==> src/design/utf8_stream_decoder_core_defines.svh <==
// Assertion macros used by the UTF-8 stream decoder RTL.
`ifndef UTF8_STREAM_DECODER_CORE_DEFINES_SVH
`define UTF8_STREAM_DECODER_CORE_DEFINES_SVH

// Same-cycle implication, disabled during reset.
`define U8SD_ASSERT_NOW(label, ante, cons, msg) \
  label: assert property (@(posedge clk) disable iff (rst) (ante) |-> (cons)) \
    else $error(msg);

// Next-cycle implication, disabled during reset.
`define U8SD_ASSERT_NEXT(label, ante, cons, msg) \
  label: assert property (@(posedge clk) disable iff (rst) (ante) |=> (cons)) \
    else $error(msg);

`endif

==> src/design/utf8sd_pkg.sv <==
// Shared types and constants of the UTF-8 stream decoder.
`default_nettype none

package utf8sd_pkg;

  localparam int unsigned CpWidth    = 21;
  localparam int unsigned CountWidth = 3;

  localparam logic [7:0] LeadMask2 = 8'b1110_0000;
  localparam logic [7:0] LeadMask3 = 8'b1111_0000;
  localparam logic [7:0] LeadMask4 = 8'b1111_1000;
  localparam logic [7:0] LeadCode2 = 8'b1100_0000;
  localparam logic [7:0] LeadCode3 = 8'b1110_0000;
  localparam logic [7:0] LeadCode4 = 8'b1111_0000;
  localparam logic [7:0] ContMask  = 8'h3f;

  localparam logic [CpWidth-1:0] SurrLo = 21'h00_d800;
  localparam logic [CpWidth-1:0] SurrHi = 21'h00_dfff;

  localparam logic [CountWidth-1:0] Len1 = 3'd1;
  localparam logic [CountWidth-1:0] Len2 = 3'd2;
  localparam logic [CountWidth-1:0] Len3 = 3'd3;
  localparam logic [CountWidth-1:0] Len4 = 3'd4;

  // Decoded request leaving the decode stage.
  typedef struct packed {
    logic                  valid;
    logic [CpWidth-1:0]    code_point;
    logic [CountWidth-1:0] byte_count;
  } result_t;

endpackage

`default_nettype wire

==> src/design/utf8sd_in_reg.sv <==
// Input register of the UTF-8 stream decoder.
`default_nettype none

module utf8sd_in_reg
  import utf8sd_pkg::*;
(
  input  wire logic       clk,
  input  wire logic       rst,
  input  wire logic       in_valid,
  output logic            in_stall,
  input  wire logic [7:0] data_byte,
  input  wire logic       advance,
  output logic            item_valid,
  output logic [7:0]      item_byte
);

  // Slot is free when empty or when its byte moves on this cycle.
  assign in_stall = item_valid && !advance;

  always_ff @(posedge clk) begin
    if (rst) begin
      item_valid <= 1'b0;
    end else if (!in_stall) begin
      item_valid <= in_valid;
    end
  end

  always_ff @(posedge clk) begin
    if (!in_stall && in_valid) begin
      item_byte <= data_byte;
    end
  end

endmodule

`default_nettype wire

==> src/design/utf8sd_decode.sv <==
// Sequence state and per-byte decode of the UTF-8 stream decoder.
`default_nettype none
`include "utf8_stream_decoder_core_defines.svh"

module utf8sd_decode
  import utf8sd_pkg::*;
(
  input  wire logic       clk,
  input  wire logic       rst,
  input  wire logic       item_valid,
  input  wire logic [7:0] item_byte,
  input  wire logic       advance,
  output result_t         result
);

  logic [1:0]            bytes_pending,   bytes_pending_next;
  logic [CpWidth-1:0]    partial_value,   partial_value_next;
  logic [CountWidth-1:0] sequence_length, sequence_length_next;
  logic [CpWidth-1:0]    raw_value;
  logic                  fire;

  assign fire = item_valid && advance;

  always_comb begin
    bytes_pending_next   = bytes_pending;
    partial_value_next   = partial_value;
    sequence_length_next = sequence_length;
    raw_value            = '0;
    result.valid         = 1'b0;
    result.byte_count    = Len1;
    if (bytes_pending != 2'd0) begin
      raw_value          = {partial_value[CpWidth-7:0], item_byte[5:0] & ContMask[5:0]};
      bytes_pending_next = bytes_pending - 2'd1;
      if (bytes_pending == 2'd1) begin
        result.valid         = 1'b1;
        result.byte_count    = sequence_length;
        partial_value_next   = '0;
        sequence_length_next = '0;
      end else begin
        partial_value_next = raw_value;
      end
    end else begin
      priority if (!item_byte[7]) begin
        result.valid = 1'b1;
        raw_value    = {{(CpWidth-7){1'b0}}, item_byte[6:0]};
      end else if ((item_byte & LeadMask2) == LeadCode2) begin
        partial_value_next   = {{(CpWidth-5){1'b0}}, item_byte[4:0]};
        bytes_pending_next   = 2'd1;
        sequence_length_next = Len2;
      end else if ((item_byte & LeadMask3) == LeadCode3) begin
        partial_value_next   = {{(CpWidth-4){1'b0}}, item_byte[3:0]};
        bytes_pending_next   = 2'd2;
        sequence_length_next = Len3;
      end else if ((item_byte & LeadMask4) == LeadCode4) begin
        partial_value_next   = {{(CpWidth-3){1'b0}}, item_byte[2:0]};
        bytes_pending_next   = 2'd3;
        sequence_length_next = Len4;
      end else begin
        // invalid lead: emit zero, one byte
        result.valid = 1'b1;
      end
    end
    // surrogates decode to zero
    if (raw_value >= SurrLo && raw_value <= SurrHi) begin
      result.code_point = '0;
    end else begin
      result.code_point = raw_value;
    end
    if (!item_valid) begin
      result.valid = 1'b0;
    end
  end

  always_ff @(posedge clk) begin
    if (rst) begin
      bytes_pending   <= 2'd0;
      partial_value   <= '0;
      sequence_length <= '0;
    end else if (fire) begin
      bytes_pending   <= bytes_pending_next;
      partial_value   <= partial_value_next;
      sequence_length <= sequence_length_next;
    end
  end

  `U8SD_ASSERT_NOW(a_idle_clean, bytes_pending == 2'd0, partial_value == '0 && sequence_length == '0, "idle state not clear")
  `U8SD_ASSERT_NOW(a_len_ahead, bytes_pending != 2'd0, sequence_length > {1'b0, bytes_pending} && sequence_length <= Len4, "length/pending mismatch")
  `U8SD_ASSERT_NOW(a_multi_end, result.valid && result.byte_count != Len1, bytes_pending == 2'd1, "multi-byte result off last byte")
  `U8SD_ASSERT_NEXT(a_count_down, fire && bytes_pending != 2'd0, bytes_pending == $past(bytes_pending) - 2'd1, "pending did not count down")

endmodule

`default_nettype wire

==> src/design/utf8sd_out_reg.sv <==
// Result register of the UTF-8 stream decoder.
`default_nettype none

module utf8sd_out_reg
  import utf8sd_pkg::*;
(
  input  wire logic             clk,
  input  wire logic             rst,
  input  result_t               result,
  output logic                  advance,
  output logic                  out_valid,
  input  wire logic             out_stall,
  output logic [CpWidth-1:0]    code_point,
  output logic [CountWidth-1:0] byte_count
);

  // Register may load when empty or when its request leaves now.
  assign advance = !out_valid || !out_stall;

  always_ff @(posedge clk) begin
    if (rst) begin
      out_valid <= 1'b0;
    end else if (advance) begin
      out_valid <= result.valid;
    end
  end

  always_ff @(posedge clk) begin
    if (advance && result.valid) begin
      code_point <= result.code_point;
      byte_count <= result.byte_count;
    end
  end

endmodule

`default_nettype wire

==> src/design/utf8_stream_decoder_core.sv <==
// Top level of the byte-serial UTF-8 stream decoder.
//
// Input channel: one raw byte per request (data_byte) under in_valid/in_stall.
// Output channel: one decoded code point per completed sequence (code_point,
// byte_count) under out_valid/out_stall. Lead bytes of length 2..4 and their
// continuation bytes produce no output until the last byte arrives; an ASCII
// byte or an invalid lead byte produces a result on its own.
// Throughput: one byte per cycle while the receiver does not stall, set by the
// single decode stage that holds the open-sequence state and updates it per byte.
// A byte accepted into the input register is decoded into the result register
// once that register can load, and its result is offered from then.
// When the receiver stalls, the result register holds its request; an empty
// input register still takes one more byte, then in_stall stays high until
// the held request leaves.
// Reset (rst, synchronous) empties both registers and closes any open sequence.
`default_nettype none

module utf8_stream_decoder_core
  import utf8sd_pkg::*;
(
  input  wire logic             clk,
  input  wire logic             rst,
  input  wire logic             in_valid,
  output logic                  in_stall,
  input  wire logic [7:0]       data_byte,
  output logic                  out_valid,
  input  wire logic             out_stall,
  output logic [CpWidth-1:0]    code_point,
  output logic [CountWidth-1:0] byte_count
);

  logic       advance;
  logic       item_valid;
  logic [7:0] item_byte;
  result_t    result;

  // Input register: parts the upstream handshake from the decode logic.
  utf8sd_in_reg u_in_reg (
    .clk        (clk),
    .rst        (rst),
    .in_valid   (in_valid),
    .in_stall   (in_stall),
    .data_byte  (data_byte),
    .advance    (advance),
    .item_valid (item_valid),
    .item_byte  (item_byte)
  );

  // Decode: sequence state plus masks and shifts for one byte.
  utf8sd_decode u_decode (
    .clk        (clk),
    .rst        (rst),
    .item_valid (item_valid),
    .item_byte  (item_byte),
    .advance    (advance),
    .result     (result)
  );

  // Result register: holds a request until the receiver takes it.
  utf8sd_out_reg u_out_reg (
    .clk        (clk),
    .rst        (rst),
    .result     (result),
    .advance    (advance),
    .out_valid  (out_valid),
    .out_stall  (out_stall),
    .code_point (code_point),
    .byte_count (byte_count)
  );

endmodule

`default_nettype wire
==> config.mk <==
export PLATFORM = sky130hd
export DESIGN_NAME = utf8_stream_decoder_core
export DESIGN_NICKNAME = d
export VERILOG_FILES = /design/src/design/utf8sd_pkg.sv /design/src/design/utf8sd_in_reg.sv /design/src/design/utf8sd_decode.sv /design/src/design/utf8sd_out_reg.sv /design/src/design/utf8_stream_decoder_core.sv
export VERILOG_INCLUDE_DIRS = /design/src /design/src/design
export SDC_FILE = /design/constraint.sdc
export NUM_CORES = 1
export LEC_CHECK = 0
export BUFFER_PORTS_ARGS = -buffer_cell sky130_fd_sc_hd__buf_2
export CORE_UTILIZATION = 31
export CTS_CLUSTER_SIZE = 25
export DETAILED_ROUTE_END_ITERATION = 10
export MAX_ROUTING_LAYER = met4
export RECOVER_POWER = 100
export SKIP_CTS_REPAIR_TIMING = 1
export SYNTH_ARGS = -nofsm -noshare
export SYNTH_HDL_FRONTEND = slang
export SYNTH_SLANG_ARGS = --single-unit
==> constraint.sdc <==
create_clock -name clk -period 7.4 [get_ports clk]
set_input_delay 0 -clock clk [delete_from_list [all_inputs] [get_ports clk]]
set_output_delay 0 -clock clk [all_outputs]
set_load 0.05 [all_outputs]
Word level (Yosys, flattened, before mapping) --
Cells that the tools add are included.
Operators by class: add/sub/neg operators 1, $lt $le $gt $ge 2, equality and inequality tests 5, mux-type cells 26, reduce and logical (&&, ||, !) cells 16
Operator list (count):
- $mux 15 | 6
- $ge 21x16->1 const B | 1
- $le 21x16->1 const B | 1
- $mux 21 | 1
- $mux 3 | 6
- $mux 2 | 5
- $mux 1 | 7
- $mux 7 | 1
- $eq 5x5->1 const B | 1
- $logic_and 1x1->1 | 5
- $eq 4x4->1 const B | 1
- $logic_not 1->1 | 4
- $reduce_and 4->1 | 1
- $reduce_bool 2->1 | 2
- $reduce_bool 4->1 | 1
- $eq 3x3->1 const B | 1
- $reduce_and 3->1 | 1
- $eq 2x1->1 const B | 1
- $ne 2x2->1 const B | 1
- $reduce_and 2->1 | 1
- $sub 2x1->2 const B | 1
- $logic_or 1x1->1 | 1
Word-level totals: register bits 54, input bits 12, output and inout bits 26, logic and storage cells 58

Longest topological paths before layout --
word-level depth 8, depth in mapped cells 6, gate-level depth less buffers 4

Hierarchy --
Synthesis repeated with hierarchy kept, for this count alone.
Second synthesis, totals: cells, all modules 183, area total of the unflattened synthesis 2170.8 µm²
Modules (own cells, without submodules):
- utf8sd_decode | instances 1, cells an instance 142, area an instance 1121.1 µm², sequential area each 400.4 µm²
- utf8sd_out_reg | instances 1, cells an instance 29, area an instance 759.5 µm², sequential area each 740.7 µm²
- utf8sd_in_reg | instances 1, cells an instance 12, area an instance 290.3 µm², sequential area each 260.2 µm²

Worst setup path after synthesis --
No wires, ideal clock.
path type register -> register, from register u_decode.bytes_pending[1], to register u_out_reg.byte_count[0] (enable), setup time 435 ps, data arrival time 2460 ps, data required time 6965 ps, slack 4505 ps, stages on the path, launching flop included 4, clock period less this slack 2895 ps, path through dfxtp_1 clkbuf_1 clkbuf_1 nor3_1
Between the ends: longest elaborated chain between the ends 5, elaborated cells on any way between the ends 6, those cells by class eq/ne: 1; mux: 3; reduce/logical: 2
Ends and longest elaborated chain:
- start, declared | line utf8sd_decode.sv:16 | logic [1:0] bytes_pending, bytes_pending_next;
- start signal, assigned | line utf8sd_decode.sv:80 | bytes_pending <= bytes_pending_next;
- $eq 2x1->1 | line utf8sd_decode.sv:34 | if (bytes_pending == 2'd1) begin
- $mux 1 | line utf8sd_decode.sv:34
- $mux 1 * | line utf8sd_decode.sv:31 | if (bytes_pending != 2'd0) begin
- $mux 1 * | line utf8sd_decode.sv:69 | if (!item_valid) begin
- $logic_and 1x1->1 * | line utf8sd_out_reg.sv:29 | if (advance && result.valid) begin
- end signal, assigned | line utf8sd_out_reg.sv:31 | byte_count <= result.byte_count;
- end, declared | line utf8sd_out_reg.sv:14 | output logic [CountWidth-1:0] byte_count
Every way passes the cells marked *; elsewhere a longest branch is shown, timed or not. A chain may end at the register's enable or synchronous reset.

Final worst setup path --
from register u_in_reg.item_valid, to register u_decode.partial_value[12]
Between the ends: longest elaborated chain between the ends 2
Ends and longest elaborated chain:
- start, declared | line utf8sd_in_reg.sv:13 | output logic item_valid,
- start signal, assigned | line utf8sd_in_reg.sv:24 | item_valid <= in_valid;
- $logic_and 1x1->1 | line utf8sd_decode.sv:22 | assign fire = item_valid && advance;
- $reduce_and 3->1 (no line)
- end signal, assigned | line utf8sd_decode.sv:81 | partial_value <= partial_value_next;
- end, declared | line utf8sd_decode.sv:17 | logic [CpWidth-1:0] partial_value, partial_value_next;
No other way between the ends.

==> results.sh <==
export IMPL_synth_edf_count=32
export IMPL_crit_family="compound AO/OA/AOI/OAI gates"
export IMPL_routed_via_density=4.924
export IMPL_fin_cells=304
export IMPL_wl_mm=4.215
export IMPL_path_cells="a21boi_0, o211ai_1, nand2_1, a21oi_1"
export IMPL_arrival_ps=2790
export IMPL_drc=0
export IMPL_stdcell_area_mm2=0.002522
export IMPL_rsz0062_at_grt="no"
export IMPL_cts_root_buf="clkbuf_8"
export IMPL_port_buffers=37
export IMPL_period_minus_slack_ps=2612
export IMPL_max_stage_delay_ps=1030
export IMPL_cp_max_fo=15
export IMPL_synthDistinctLibCells=37
export IMPL_cts_sinks=54
export IMPL_critPathBufInv=0
export IMPL_relSlewSlack=0.1020
export IMPL_clkTransAtPathRegs_ps=90
export IMPL_cp_end_kind="register"
export IMPL_fp_dieArea_mm2=0.007267
export IMPL_min_from="out_stall"
export IMPL_tns_ps=0
export IMPL_ctsLongestPathBuffers=2
export IMPL_antenna_left=0
export IMPL_timing_hold_ws_ps=-6.763
export IMPL_violations="hold timing"
export IMPL_yosys_warnings=0
export IMPL_power_leakage_nw=0.8362
export IMPL_cp_depth=4
export IMPL_tightestPinTransition_ps=1347
export IMPL_synth_seq_cells=54
export IMPL_syn_cell_area_mm2=0.002148
export IMPL_first_pass_iters=4
export IMPL_die_x_um=85.25
export IMPL_p_per_area_mw_per_mm2=218.0
export IMPL_wl_per_cell_um=13.87
export IMPL_clock_fmax_mhz=382.9
export IMPL_status="complete, but fails checks"
export IMPL_drt_iter0_markers=123
export IMPL_r2r_slack_ps=4790
export IMPL_hold_viol_final=1
export IMPL_synth_async_sr_flop_share=0
export IMPL_overflow=0
export IMPL_clock_skew_ps=5.563
export IMPL_synth_nets=193
export IMPL_grt_max_degree=25
export IMPL_wl_met2_mm=2.009
export IMPL_r2r_end="u_decode.partial_value[12]$_SDFFE_PP0P_"
export IMPL_grt_pass1_wl_mm=6.796
export IMPL_grt_pass1_vias=1413
export IMPL_htree_levels=2
export IMPL_min_path_type="in -> reg"
export IMPL_synth_flop_cell="edfxtp_1"
export IMPL_drv_slew=0
export IMPL_post_route_period_util=0.3530
export IMPL_hold_depth=3
export IMPL_reg2reg_depth=4
export IMPL_antenna_cells=0
export IMPL_dpl_cell_area_mm2=0.002401
export IMPL_mostFrequentLayoutCell="edfxtp_1"
export IMPL_synth_seq_area_share=0.6523
export IMPL_placedCellCount=287
export IMPL_wl_met1_mm=1.901
export IMPL_setup_viol=0
export IMPL_top_layer_used="met4"
export IMPL_syn_inst=181
export IMPL_antenna_found_initial=0
export IMPL_nets=238
export IMPL_min_to="u_out_reg.out_valid$_SDFFE_PP0N_"
export IMPL_io_pins=38
export IMPL_rows=29
export IMPL_die_h_um=85.25
export IMPL_num_vias=1497
export IMPL_core_mm2=0.006531
export IMPL_cp_start_kind="register"
export IMPL_r2r_start="u_in_reg.item_valid$_SDFFE_PP0N_"
export IMPL_worstPathRequired_ps=7580
export IMPL_gp_congestion=0.8287
export IMPL_cts_tree="built"
export IMPL_slowest_stage="a21boi_0"
export IMPL_area_growth_pct=17.41
export IMPL_path_class="reg -> reg"
export IMPL_start_util=0.3289
export IMPL_grtUsageTotal=0.1275
export IMPL_numCtsBuffers=5
export IMPL_met3_length_um=197
export IMPL_clk_insertion_delay_late_ps=310
export IMPL_peakVddDrop_mv=0.08029
export IMPL_layout_drive_gt1_share=0.09251
export IMPL_syn_avg_cell_area_um2=11.87
export IMPL_hpwl_mm=2.881
export IMPL_maxCapViolations=0
export IMPL_layout_common_cells="32 x edfxtp_1, 28 x clkbuf_1, 22 x nand2_1, 22 x dfxtp_1, 20 x a21oi_1"
## state kept, by name, summed over array words and instances, names as in the netlist
name and count:
u_out_reg.out_valid 1, u_out_reg.byte_count 3, u_decode.bytes_pending 2, u_in_reg.item_byte 8
u_out_reg.code_point 21, u_decode.sequence_length 3, u_decode.partial_value 15, u_in_reg.item_valid 1
## kinds of logic after synthesis
| kind of cell | Yosys count | share of synthesized area |
|---|---|---|
| buf+inv | 13 | 0.02621 |
| mux | 1 | 0.006405 |
| simple gates | 78 | 0.2103 |
| xor+xnor | 1 | 0.004078 |
| flops | 54 | 0.6523 |
| compound gates | 34 | 0.1008 |
## synth_stat cells (2+ instances only)
library cell	count	area (um2)
a21oi_1	20	100.1
and2_1	17	106.4
buf_2	3	15.01
clkbuf_1	5	18.77
dfxtp_1	22	440.4
edfxtp_1	32	960.9
inv_1	4	15.01
nand2_1	22	82.58
nand3_1	16	80.08
nor2_2	2	12.51
nor2b_1	7	43.79
nor3_1	2	10.01
nor3b_1	2	15.01
o211ai_1	2	15.01
o31ai_1	3	22.52
## worst max path at each step
stage,from,end
after floorplan,u_decode.bytes_pending[1]$_SDFFE_PP0P_,u_out_reg.byte_count[0]$_SDFFCE_PN1P_
after global placement,u_in_reg.item_valid$_SDFFE_PP0N_,u_decode.partial_value[1]$_SDFFE_PP0P_
after detailed placement,u_in_reg.item_valid$_SDFFE_PP0N_,u_decode.partial_value[9]$_SDFFE_PP0P_
after CTS,u_in_reg.item_valid$_SDFFE_PP0N_,u_decode.partial_value[8]$_SDFFE_PP0P_
after global routing,u_in_reg.item_valid$_SDFFE_PP0N_,u_decode.partial_value[12]$_SDFFE_PP0P_
final,u_in_reg.item_valid$_SDFFE_PP0N_,u_decode.partial_value[12]$_SDFFE_PP0P_
## through the flow
step	setup slack, ps	total power, W	utilization
after floorplan	4505	0.0003851	-
after global placement	5457	0.0003994	0.3676
after detailed placement	5418	0.0004000	0.3676
after CTS	5400	0.0005527	0.3801
after global routing	4430	0.0005715	0.3862
final	4788	0.0005498	0.3862
## worst min-delay path, cell delays in order
cell and delay, ps:
buf_2 110, nand2_1 80, a21oi_1 60
## layout make-up
| type | count | area, um2 |
|---|---|---|
| Clock buffer | 6 | 72.57 |
| Sequential cell | 54 | 1401 |
| Multi-Input combinational cell | 114 | 681.9 |
| Fill cell | 671 | 4009 |
| Clock inverter | 2 | 8.758 |
| Tap cell | 77 | 96.34 |
| Inverter | 4 | 15.01 |
| Timing Repair Buffer | 47 | 246.5 |
## report_power, final
part	leakage [nW]	total (W)	switching (W)	internal, W
Combinational	0.307	0.0000569	0.0000421	0.0000147
Clock	0.0426	0.000156	0.0000908	0.0000653
Sequential	0.486	0.000337	0.00000761	0.000329
Total	0.836	0.000550	0.000141	0.000409
## routing by layer
metal | vias up | track usage
li1 | 735 | -
met1 | 712 | 0.1491
met2 | 43 | 0.1987
met3 | 7 | 0.03307
met4 | 0 | 0.07396
met5 | - | -
No activity file was read; power rests on OpenSTA's default activity.
